===== config.mk =====
export PLATFORM = sky130hd
export DESIGN_NAME = interrupt_coalescing_controller_flat
export DESIGN_NICKNAME = d
export VERILOG_FILES = /design/src/hdl/icc_pkg.sv /design/src/hdl/icc_if.sv /design/src/hdl/icc_ram.sv /design/src/hdl/interrupt_coalescing_controller.sv /design/src/flat_wrapper.sv
export SDC_FILE = /design/constraint.sdc
export NUM_CORES = 1
export LEC_CHECK = 0
export ABC_AREA = 1
export BUFFER_PORTS_ARGS = -buffer_cell sky130_fd_sc_hd__buf_2
export CORE_UTILIZATION = 23
export CTS_BUF_LIST = sky130_fd_sc_hd__clkbuf_8
export CTS_CLUSTER_DIAMETER = 40
export DETAILED_ROUTE_END_ITERATION = 6
export GPL_ROUTABILITY_DRIVEN = 0
export SLEW_MARGIN = 15
export SYNTH_ARGS = -nofsm -noshare
export SYNTH_HDL_FRONTEND = slang
export SYNTH_HIERARCHICAL = 1
export SYNTH_SLANG_ARGS = --single-unit

===== constraint.sdc =====
create_clock -name clock -period 6.24 [get_ports clock]
set_input_delay 0.624 -clock clock [delete_from_list [all_inputs] [get_ports clock]]
set_output_delay 0.624 -clock clock [all_outputs]
set_load 0.005 [all_outputs]

===== src/hdl/icc_pkg.sv =====
`timescale 1ns / 1ps

package icc_pkg;

   // field widths fixed by the register map and item layout
   localparam int unsigned DELAY_W  = 16;
   localparam int unsigned PKTS_W   = 8;
   localparam int unsigned QUSE_W   = 4;
   localparam int unsigned WORD_W   = 32;
   localparam int unsigned OPC_W    = 3;
   localparam int unsigned QSEL_W   = 3;
   localparam int unsigned CSR_IX_W = 8;

   // pending count saturates here
   localparam logic [PKTS_W-1:0] COUNT_MAX = 8'hFF;

   // configuration register indexes
   localparam logic [CSR_IX_W-1:0] REG_MAX_DELAY     = 8'd0;
   localparam logic [CSR_IX_W-1:0] REG_PKT_LIMIT     = 8'd1;
   localparam logic [CSR_IX_W-1:0] REG_QUEUES_IN_USE = 8'd2;
   localparam logic [CSR_IX_W-1:0] REG_TIMER_CAUSE   = 8'd3;

   // item operations
   typedef enum logic [OPC_W-1:0] {
      OP_TICK      = 3'd0,
      OP_EVENT     = 3'd1,
      OP_MASK_SET  = 3'd2,
      OP_MASK_CLR  = 3'd3,
      OP_CAUSE_RD  = 3'd4,
      OP_CAUSE_CLR = 3'd5
   } op_type;

   // controller sequencing
   typedef enum logic [1:0] {
      ST_IDLE,
      ST_SCAN,
      ST_EVENT,
      ST_FINISH
   } state_type;

   // one per-queue entry held in the queue memory
   typedef struct packed {
      logic [PKTS_W-1:0] count;
      logic [WORD_W-1:0] stamp;
   } entry_type;

endpackage


===== src/hdl/icc_if.sv =====
`timescale 1ns / 1ps

// request channel: one operation per transfer
interface icc_req_if;
   logic        valid;
   logic        ready;
   logic [2:0]  opcode;
   logic [2:0]  queue;
   logic [31:0] cause_bits;
   logic [31:0] now;
   logic [31:0] write_bits;

   modport source (output valid, opcode, queue, cause_bits, now, write_bits, input ready);
   modport sink   (input valid, opcode, queue, cause_bits, now, write_bits, output ready);
endinterface

// response channel: one result per request
interface icc_rsp_if;
   logic        valid;
   logic        ready;
   logic        irq_fire;
   logic        irq_pending;
   logic [31:0] read_data;
   logic [31:0] coalesced_total;

   modport source (output valid, irq_fire, irq_pending, read_data, coalesced_total,
                   input ready);
   modport sink   (input valid, irq_fire, irq_pending, read_data, coalesced_total,
                   output ready);
endinterface

// configuration write channel
interface icc_csr_if;
   logic        valid;
   logic        ready;
   logic [7:0]  index;
   logic [31:0] data;

   modport source (output valid, index, data, input ready);
   modport sink   (input valid, index, data, output ready);
endinterface


===== src/hdl/icc_ram.sv =====
`timescale 1ns / 1ps

module icc_ram #(
   parameter int WIDTH = 40,
   parameter int DEPTH = 8,
   localparam int AW = (DEPTH > 1) ? $clog2(DEPTH) : 1
) (
   input  logic             clock,
   input  logic             wr_en,
   input  logic [AW-1:0]    wr_addr,
   input  logic [WIDTH-1:0] wr_data,
   input  logic             rd_en,
   input  logic [AW-1:0]    rd_addr,
   output logic [WIDTH-1:0] rd_data
);

   logic [WIDTH-1:0] mem_ff [DEPTH];
   logic [WIDTH-1:0] rd_data_ff;

   // single write port, registered read port
   always_ff @(posedge clock) begin
      if (wr_en) begin
         mem_ff[wr_addr] <= wr_data;
      end
      if (rd_en) begin
         rd_data_ff <= mem_ff[rd_addr];
      end
   end

   assign rd_data = rd_data_ff;

endmodule


===== src/hdl/interrupt_coalescing_controller.sv =====
`timescale 1ns / 1ps

// Interrupt coalescing controller. Completion events count up per queue in a
// small memory (pending count and first-event stamp); an event that reaches
// the packet threshold, or a tick that finds an active queue whose max_delay
// has run out, raises a cause into the cause register, and a raised cause that
// hits the mask while no interrupt is pending fires one interrupt. Each request
// gives exactly one response. Requests are handled one at a time: mask and
// cause operations, ignored events and ticks with timeouts off or no queue to
// scan go straight to the result; a completion event passes through memory
// read, update and write back, and result; a scanning tick reads the first
// min(queues_in_use, QUEUE_COUNT) queue entries, one per cycle through the
// single memory read port while the previous entry is updated, then finishes
// the last entry and sees the scan empty. A finished result sits in an output
// register, so the response side may stall while the next request is being
// worked on. The queue memory needs no clearing pass: a valid bit per queue
// makes unwritten entries read as zero straight out of reset. Configuration
// writes are taken in any cycle outside reset and must only be issued while no
// request is outstanding.
module interrupt_coalescing_controller
   import icc_pkg::*;
#(
   parameter int QUEUE_COUNT = 8,
   localparam int QW = (QUEUE_COUNT > 1) ? $clog2(QUEUE_COUNT) : 1,
   localparam int CW = $clog2(QUEUE_COUNT + 1)
) (
   input  logic       clock,
   input  logic       reset,
   icc_req_if.sink    req_if,
   icc_rsp_if.source  rsp_if,
   icc_csr_if.sink    csr_if
);

   localparam logic [CW-1:0] QCNT = CW'(QUEUE_COUNT);

   // configuration
   logic [DELAY_W-1:0] max_delay_ff;
   logic [PKTS_W-1:0]  pkt_limit_ff;
   logic [QUSE_W-1:0]  queues_in_use_ff;
   logic [WORD_W-1:0]  timer_cause_ff;

   // controller state
   state_type          state_ff, state_in;
   logic [WORD_W-1:0]  cur_time_ff, cur_time_in;
   logic [WORD_W-1:0]  cause_ff, cause_in;
   logic [WORD_W-1:0]  mask_ff, mask_in;
   logic               pend_ff, pend_in;
   logic [WORD_W-1:0]  supp_ff, supp_in;
   logic               fired_ff, fired_in;
   logic [WORD_W-1:0]  rdata_ff, rdata_in;
   logic [QW-1:0]      ev_q_ff, ev_q_in;
   logic [WORD_W-1:0]  ev_cause_ff, ev_cause_in;
   logic [CW-1:0]      scan_n_ff, scan_n_in;
   logic [CW-1:0]      rd_q_ff, rd_q_in;
   logic [QW-1:0]      proc_q_ff, proc_q_in;
   logic               proc_valid_ff, proc_valid_in;
   logic [QUEUE_COUNT-1:0] valid_ff, valid_in;
   logic               rdv_ff, rdv_in;

   // response register
   logic               rsp_valid_ff, rsp_valid_in;
   logic               rsp_fire_ff, rsp_fire_in;
   logic               rsp_pend_ff, rsp_pend_in;
   logic [WORD_W-1:0]  rsp_rdata_ff, rsp_rdata_in;
   logic [WORD_W-1:0]  rsp_total_ff, rsp_total_in;

   // memory port
   logic               ram_wr_en, ram_rd_en;
   logic [QW-1:0]      ram_wr_addr, ram_rd_addr;
   entry_type          ram_wr_data, ram_rd_data;

   // helpers
   logic               accept, rsp_free, coal_on, scan_go, q_ok, scan_done;
   logic [CW-1:0]      n_lim;
   op_type             op;
   entry_type          entry_cur;
   logic [WORD_W-1:0]  elapsed;
   logic [PKTS_W-1:0]  cnt_inc;
   logic               raise_en;
   logic [WORD_W-1:0]  raise_bits;

   icc_ram #(
      .WIDTH ($bits(entry_type)),
      .DEPTH (QUEUE_COUNT)
   ) u_icc_ram (
      .clock   (clock),
      .wr_en   (ram_wr_en),
      .wr_addr (ram_wr_addr),
      .wr_data (ram_wr_data),
      .rd_en   (ram_rd_en),
      .rd_addr (ram_rd_addr),
      .rd_data (ram_rd_data)
   );

   // decode and shared conditions
   always_comb begin
      op        = op_type'(req_if.opcode);
      accept    = req_if.valid && req_if.ready;
      rsp_free  = !rsp_valid_ff || rsp_if.ready;
      coal_on   = (max_delay_ff != '0) || (pkt_limit_ff > 8'd1);
      q_ok      = int'(req_if.queue) < QUEUE_COUNT;
      if (int'(queues_in_use_ff) > QUEUE_COUNT) begin
         n_lim = QCNT;
      end else begin
         n_lim = CW'(queues_in_use_ff);
      end
      scan_go   = coal_on && (max_delay_ff != '0) && (n_lim != '0);
      scan_done = (rd_q_ff == scan_n_ff) && !proc_valid_ff;
      entry_cur = rdv_ff ? ram_rd_data : '0;
      elapsed   = cur_time_ff - entry_cur.stamp;
      cnt_inc   = (entry_cur.count != COUNT_MAX) ? entry_cur.count + 8'd1 : entry_cur.count;
   end

   // next state
   always_comb begin
      state_in = state_ff;
      case (state_ff)
         ST_IDLE: begin
            if (accept) begin
               case (op)
                  OP_TICK:  state_in = scan_go ? ST_SCAN : ST_FINISH;
                  OP_EVENT: state_in = q_ok ? ST_EVENT : ST_FINISH;
                  default:  state_in = ST_FINISH;
               endcase
            end
         end
         ST_SCAN: begin
            if (scan_done) begin
               state_in = ST_FINISH;
            end
         end
         ST_EVENT:  state_in = ST_FINISH;
         ST_FINISH: begin
            if (rsp_free) begin
               state_in = ST_IDLE;
            end
         end
         default:   state_in = ST_IDLE;
      endcase
   end

   // datapath and outputs
   always_comb begin
      req_if.ready  = (state_ff == ST_IDLE) && !reset;
      csr_if.ready  = !reset;

      cur_time_in   = cur_time_ff;
      cause_in      = cause_ff;
      mask_in       = mask_ff;
      pend_in       = pend_ff;
      supp_in       = supp_ff;
      fired_in      = fired_ff;
      rdata_in      = rdata_ff;
      ev_q_in       = ev_q_ff;
      ev_cause_in   = ev_cause_ff;
      scan_n_in     = scan_n_ff;
      rd_q_in       = rd_q_ff;
      proc_q_in     = proc_q_ff;
      proc_valid_in = proc_valid_ff;
      valid_in      = valid_ff;
      rdv_in        = rdv_ff;

      rsp_valid_in  = rsp_valid_ff && !rsp_if.ready;
      rsp_fire_in   = rsp_fire_ff;
      rsp_pend_in   = rsp_pend_ff;
      rsp_rdata_in  = rsp_rdata_ff;
      rsp_total_in  = rsp_total_ff;

      ram_wr_en     = 1'b0;
      ram_wr_addr   = proc_q_ff;
      ram_wr_data   = entry_cur;
      ram_rd_en     = 1'b0;
      ram_rd_addr   = QW'(req_if.queue);

      raise_en      = 1'b0;
      raise_bits    = '0;

      case (state_ff)
         // request transfer: register operations act at once
         ST_IDLE: begin
            if (accept) begin
               fired_in    = 1'b0;
               rdata_in    = '0;
               ev_q_in     = QW'(req_if.queue);
               ev_cause_in = req_if.cause_bits;
               rd_q_in     = '0;
               proc_valid_in = 1'b0;
               scan_n_in   = n_lim;
               case (op)
                  OP_TICK:      cur_time_in = req_if.now;
                  OP_EVENT:     ram_rd_en   = q_ok;
                  OP_MASK_SET:  mask_in     = mask_ff | req_if.write_bits;
                  OP_MASK_CLR:  mask_in     = mask_ff & ~req_if.write_bits;
                  OP_CAUSE_RD: begin
                     rdata_in = cause_ff;
                     cause_in = '0;
                  end
                  OP_CAUSE_CLR: cause_in    = cause_ff & ~req_if.write_bits;
                  default:      ;
               endcase
            end
         end
         // timeout scan: read the next queue while updating the previous one
         ST_SCAN: begin
            if (rd_q_ff != scan_n_ff) begin
               ram_rd_en     = 1'b1;
               ram_rd_addr   = rd_q_ff[QW-1:0];
               rd_q_in       = rd_q_ff + CW'(1);
               proc_q_in     = rd_q_ff[QW-1:0];
               proc_valid_in = 1'b1;
            end else begin
               proc_valid_in = 1'b0;
            end
            if (proc_valid_ff && (entry_cur.count != '0) &&
                (elapsed >= WORD_W'(max_delay_ff))) begin
               ram_wr_en         = 1'b1;
               ram_wr_addr       = proc_q_ff;
               ram_wr_data.count = '0;
               ram_wr_data.stamp = entry_cur.stamp;
               supp_in    = supp_ff + WORD_W'(entry_cur.count - 8'd1);
               raise_en   = 1'b1;
               raise_bits = timer_cause_ff;
            end
         end
         // completion event: update and write back its queue entry
         ST_EVENT: begin
            ram_wr_en   = 1'b1;
            ram_wr_addr = ev_q_ff;
            ram_wr_data.stamp = entry_cur.stamp;
            ram_wr_data.count = cnt_inc;
            if (!coal_on) begin
               ram_wr_data.count = '0;
               raise_en   = 1'b1;
               raise_bits = ev_cause_ff;
            end else begin
               if (cnt_inc == 8'd1) begin
                  ram_wr_data.stamp = cur_time_ff;
               end
               if (cnt_inc >= pkt_limit_ff) begin
                  ram_wr_data.count = '0;
                  supp_in    = supp_ff + WORD_W'(cnt_inc - 8'd1);
                  raise_en   = 1'b1;
                  raise_bits = ev_cause_ff;
               end
            end
         end
         // result into the response register, pending cleared on empty cause
         ST_FINISH: begin
            if (rsp_free) begin
               pend_in      = pend_ff && (cause_ff != '0);
               rsp_valid_in = 1'b1;
               rsp_fire_in  = fired_ff;
               rsp_pend_in  = pend_ff && (cause_ff != '0);
               rsp_rdata_in = rdata_ff;
               rsp_total_in = supp_ff;
            end
         end
         default: ;
      endcase

      // cause raise and interrupt delivery
      if (raise_en) begin
         cause_in = cause_ff | raise_bits;
         if (((raise_bits & mask_ff) != '0) && !pend_ff) begin
            pend_in  = 1'b1;
            fired_in = 1'b1;
         end
      end

      if (ram_wr_en) begin
         valid_in[ram_wr_addr] = 1'b1;
      end
      if (ram_rd_en) begin
         rdv_in = valid_ff[ram_rd_addr];
      end

      rsp_if.valid           = rsp_valid_ff;
      rsp_if.irq_fire        = rsp_fire_ff;
      rsp_if.irq_pending     = rsp_pend_ff;
      rsp_if.read_data       = rsp_rdata_ff;
      rsp_if.coalesced_total = rsp_total_ff;
   end

   // control registers
   always_ff @(posedge clock) begin
      if (reset) begin
         state_ff         <= ST_IDLE;
         max_delay_ff     <= '0;
         pkt_limit_ff     <= '0;
         queues_in_use_ff <= 4'd1;
         timer_cause_ff   <= 32'd1;
         cur_time_ff      <= '0;
         cause_ff         <= '0;
         mask_ff          <= '0;
         pend_ff          <= 1'b0;
         supp_ff          <= '0;
         proc_valid_ff    <= 1'b0;
         valid_ff         <= '0;
         rsp_valid_ff     <= 1'b0;
      end else begin
         state_ff         <= state_in;
         cur_time_ff      <= cur_time_in;
         cause_ff         <= cause_in;
         mask_ff          <= mask_in;
         pend_ff          <= pend_in;
         supp_ff          <= supp_in;
         proc_valid_ff    <= proc_valid_in;
         valid_ff         <= valid_in;
         rsp_valid_ff     <= rsp_valid_in;
         // configuration transfer
         if (csr_if.valid && csr_if.ready) begin
            case (csr_if.index)
               REG_MAX_DELAY:     max_delay_ff     <= csr_if.data[DELAY_W-1:0];
               REG_PKT_LIMIT:     pkt_limit_ff     <= csr_if.data[PKTS_W-1:0];
               REG_QUEUES_IN_USE: queues_in_use_ff <= csr_if.data[QUSE_W-1:0];
               REG_TIMER_CAUSE:   timer_cause_ff   <= csr_if.data;
               default:           ;
            endcase
         end
      end
   end

   // payload registers
   always_ff @(posedge clock) begin
      fired_ff     <= fired_in;
      rdata_ff     <= rdata_in;
      ev_q_ff      <= ev_q_in;
      ev_cause_ff  <= ev_cause_in;
      scan_n_ff    <= scan_n_in;
      rd_q_ff      <= rd_q_in;
      proc_q_ff    <= proc_q_in;
      rdv_ff       <= rdv_in;
      rsp_fire_ff  <= rsp_fire_in;
      rsp_pend_ff  <= rsp_pend_in;
      rsp_rdata_ff <= rsp_rdata_in;
      rsp_total_ff <= rsp_total_in;
   end

endmodule


===== src/flat_wrapper.sv =====
// flat-port wrapper written by rule: the top's interface ports become plain ports
module interrupt_coalescing_controller_flat import icc_pkg::*;
#(
   parameter int QUEUE_COUNT = 8,
   localparam int QW = (QUEUE_COUNT > 1) ? $clog2(QUEUE_COUNT) : 1,
   localparam int CW = $clog2(QUEUE_COUNT + 1)
)
  (clock, reset, req_if_valid, req_if_opcode, req_if_queue, req_if_cause_bits, req_if_now, req_if_write_bits, req_if_ready, rsp_if_valid, rsp_if_irq_fire, rsp_if_irq_pending, rsp_if_read_data, rsp_if_coalesced_total, rsp_if_ready, csr_if_valid, csr_if_index, csr_if_data, csr_if_ready);
  icc_req_if req_if_i ();
  icc_rsp_if rsp_if_i ();
  icc_csr_if csr_if_i ();
  input  logic clock;
  input  logic reset;
  input wire logic [$bits(req_if_i.valid)-1:0] req_if_valid;
  input wire logic [$bits(req_if_i.opcode)-1:0] req_if_opcode;
  input wire logic [$bits(req_if_i.queue)-1:0] req_if_queue;
  input wire logic [$bits(req_if_i.cause_bits)-1:0] req_if_cause_bits;
  input wire logic [$bits(req_if_i.now)-1:0] req_if_now;
  input wire logic [$bits(req_if_i.write_bits)-1:0] req_if_write_bits;
  output wire logic [$bits(req_if_i.ready)-1:0] req_if_ready;
  output wire logic [$bits(rsp_if_i.valid)-1:0] rsp_if_valid;
  output wire logic [$bits(rsp_if_i.irq_fire)-1:0] rsp_if_irq_fire;
  output wire logic [$bits(rsp_if_i.irq_pending)-1:0] rsp_if_irq_pending;
  output wire logic [$bits(rsp_if_i.read_data)-1:0] rsp_if_read_data;
  output wire logic [$bits(rsp_if_i.coalesced_total)-1:0] rsp_if_coalesced_total;
  input wire logic [$bits(rsp_if_i.ready)-1:0] rsp_if_ready;
  input wire logic [$bits(csr_if_i.valid)-1:0] csr_if_valid;
  input wire logic [$bits(csr_if_i.index)-1:0] csr_if_index;
  input wire logic [$bits(csr_if_i.data)-1:0] csr_if_data;
  output wire logic [$bits(csr_if_i.ready)-1:0] csr_if_ready;
  assign req_if_i.valid = req_if_valid;
  assign req_if_i.opcode = req_if_opcode;
  assign req_if_i.queue = req_if_queue;
  assign req_if_i.cause_bits = req_if_cause_bits;
  assign req_if_i.now = req_if_now;
  assign req_if_i.write_bits = req_if_write_bits;
  assign req_if_ready = req_if_i.ready;
  assign rsp_if_valid = rsp_if_i.valid;
  assign rsp_if_irq_fire = rsp_if_i.irq_fire;
  assign rsp_if_irq_pending = rsp_if_i.irq_pending;
  assign rsp_if_read_data = rsp_if_i.read_data;
  assign rsp_if_coalesced_total = rsp_if_i.coalesced_total;
  assign rsp_if_i.ready = rsp_if_ready;
  assign csr_if_i.valid = csr_if_valid;
  assign csr_if_i.index = csr_if_index;
  assign csr_if_i.data = csr_if_data;
  assign csr_if_ready = csr_if_i.ready;
  interrupt_coalescing_controller #(.QUEUE_COUNT(QUEUE_COUNT)) u_core (.clock(clock), .reset(reset), .req_if(req_if_i), .rsp_if(rsp_if_i), .csr_if(csr_if_i));
endmodule

==> metrics.csv <==
stage,metric,value,unit
outcome,outcome,"finished, final reports clean",
job,maxcap violations,0,
timing,final setup vio count,0,
routing,ANT nets after route,0,
clocking,CTS root buf,clkbuf_8,
clocking,CTS sink count,707,
floorplanning,Die Area,152000,um2
logic_synthesis,Yosys reg bits,707,
logic_synthesis,warnings from Yosys,6,
final_layout,share of cells above drive strength 1,14.7,%
critical_path,CP dominant cell by count,nand2_1,
routing,drt initial violations,2424,
routing,final WL,102000,um
clocking,Post-CTS Setup Bufs,0,
timing,FMAX,175,MHz
placement,count of buffers from port buffering,215,
clocking,CTS tree,built,
worst_hold_path,Worst Hold Class,primary input to flip-flop,
clocking,Worst-path clk slew,0.07,ns
floorplanning,Top-Level Pins,216,
critical_path,Worst setup EP type,flip-flop,
clocking,post-cts resize count,0,
logic_synthesis,Area contributors post-synth,"edfxtp_1 44%, dfxtp_1 12%, nand2_1 11%",
critical_path,crit path launch type,flip-flop,
timing,clock skew,0.0492,ns
critical_path,critical path data required time,6.74,ns
logic_synthesis,sequential fraction of the synthesis area,55.3,%
timing,Final min period,5.71,ns
final_layout,fin util,27.3,%
logic_synthesis,"Primary FF master, synth",edfxtp_1,
clocking,worst skew pair latency,0.81,ns
floorplanning,CORE AREA,150000,um2
critical_path,critical path peak fanout,38,
clocking,CTS Hold Buffers Added,46,
global_routing,first-pass GRT wire length,153000,um
timing,Worst slew margin,25.3,%
power_and_ir_drop,Worst VDD drop,0.204,mV
logic_synthesis,Post-synth ARST share,0,%
logic_synthesis,Mapped Area,34700,um2
routing,DR pass1 iterations,5,
routing,via count,27741,
critical_path,slowest CP cell,edfxtp_1,
power_and_ir_drop,Power Density,389,nW/um2
timing,Max Slew Vio Count,0,
global_routing,vias in the first global route,26046,
final_layout,Area Overhead vs Synth,17.8,%
final_layout,most frequent cells in the layout,"1048 x nand2_1, 549 x inv_1, 505 x edfxtp_1",
routing,DRC viols,0,
floorplanning,die height,391,um
logic_synthesis,Synth Instances,3973,
final_layout,"most common cell after layout, fill and taps aside",nand2_1,
timing,Fin. Hold Viols,0,
floorplanning,die width,391,um
clocking,TritonCTS buffer count,112,
timing,measured slew at the worst slew-check pin,1.11,ns
clocking,Max Root-Sink Buffers,3,
logic_synthesis,Mean Syn Cell Area,8.74,um2
timing,fin crit share,91.4,%
critical_path,CP Data Arrival Time,6.21,ns
global_routing,initial antenna violation count,10,
routing,DR WL/cell,16.0,um
placement,DP HPWL,68600,um
global_routing,grt ovf,0,
floorplanning,Initial Util,23.2,%
clocking,H-tree depth,3,
routing,Avg Vias per Cell,4.37,
power_and_ir_drop,Leakage Power,17.6,nW
logic_synthesis,Netlist cell types,49,
logic_synthesis,Yosys top cell by area,edfxtp_1,
floorplanning,number of placement rows,142,
critical_path,worst stage delay on the critical path,0.85,ns
critical_path,crit path kind,flip-flop to flip-flop,
logic_synthesis,"EDFF count, synth",505,
timing,Hold Slack,0.0734,ns
final_layout,fin nets,4473,
global_routing,largest net degree at the start of global routing,97,
logic_synthesis,post-synth net total,4220,
logic_synthesis,Synth top area share,43.7,%
timing,RSZ-0062 raised after global routing,no,
timing,setup TNS,0,ns
global_routing,Tot GR Track Use,13.0,%
-- layer usage --
| layer | vias up | part of all wire [%] | track usage, % |
|---|---|---|---|
| li1 | 13559 | - | - |
| met1 | 13003 | 45 | 17.7 |
| met2 | 1014 | 44 | 19.6 |
| met3 | 163 | 8.9 | 3.40 |
| met4 | 2 | 2.5 | 4.14 |
| met5 | - | 0.014 | 0.989 |
-- report_power, final --
part / internal, mW / total (mW) / switching [mW]
combinational: 1.59 / 5.43 / 3.85
sequential: 5.98 / 6.28 / 0.297
clock: 2.20 / 4.18 / 1.98
total: 9.77 / 15.9 / 6.12
-- final cells by class --
type                    instances  area, um2
fillers                     15876     109000
inverters                     639       2410
clock inverters                83        622
repair buffers                299       1920
multi-input cells            2467      12400
diodes                          8       20.0
well taps                    2016       2520
clock buffers                 128       1760
flip-flops and latches        707      19200
-- critical path, delay by kind of cell, from the launching register on --
family,cells,cell delay (ns)
AO/OA/AOI/OAI,2,0.38
adder cells (fa/ha/maj),2,0.67
XOR/XNOR,1,0.18
AND/OR/NAND/NOR,17,2.52
flip-flops,1,0.85
buffers and inverters,3,0.78
-- registers in the layout, indices dropped and copies added (netlist names), 2 cells and up, named ones only --
name / flops
u_core/valid_ff: 8
u_core/queues_in_use_ff: 4
u_core/timer_cause_ff: 32
u_core/u_icc_ram/mem_ff: 320
u_core/scan_n_ff: 4
u_core/ev_cause_ff: 32
u_core/cause_ff: 32
u_core/max_delay_ff: 16
u_core/u_icc_ram/rd_data: 40
u_core/proc_q_ff: 3
u_core/rdata_ff: 32
u_core/ev_q_ff: 3
u_core/state_ff: 2
u_core/supp_ff: 32
u_core/cur_time_ff: 32
u_core/rsp_if.coalesced_total: 32
u_core/rd_q_ff: 4
u_core/rsp_if.read_data: 32
u_core/pkt_limit_ff: 8
-- per-stage QoR --
stage               std cells  instance area (um2)  setup WS (ns)  power (mW)
floorplan                3973                34700          0.642        10.1
detailed placement       6082                38000          0.612        11.7
global route             6344                40900          0.107        16.9
finish                   6347                40900          0.535        15.9
CTS                      6339                40900          0.576        16.0
global placement         6082                38000          0.780        11.7
-- path summary, 6_finish.rpt --
check / start / cells past startpoint / slack [ns] / endpoint
min: req_if_cause_bits[2] / 1 / 0.07 / u_core/ev_cause_ff[2]
max reg2reg: u_core/rdv_ff / 25 / 0.53 / u_core/u_icc_ram/mem_ff[6][29]
min reg2reg: u_core/rdata_ff[21] / 0 / 0.42 / u_core/rsp_if.read_data[21]
max: u_core/rdv_ff / 25 / 0.53 / u_core/u_icc_ram/mem_ff[6][29]
-- Yosys cell counts (all sizes together), types with 67 or more instances --
| library cell | number |
|---|---|
| nand4 | 67 |
| nand2 | 1055 |
| ha | 98 |
| o21ai | 241 |
| edfxtp | 505 |
| clkbuf | 91 |
| nor3 | 80 |
| nand3 | 212 |
| a21oi | 236 |
| inv | 636 |
| dfxtp | 202 |
| buf | 69 |
| nor2 | 295 |
-- kinds of logic after synthesis --
family          synth area share (%)
buf+inv                         9.24
compound gates                  9.11
simple gates                    21.2
flops                           55.3
xor+xnor                        1.46
fa+ha+maj                       3.65
Power figures use the tool's default switching activity.
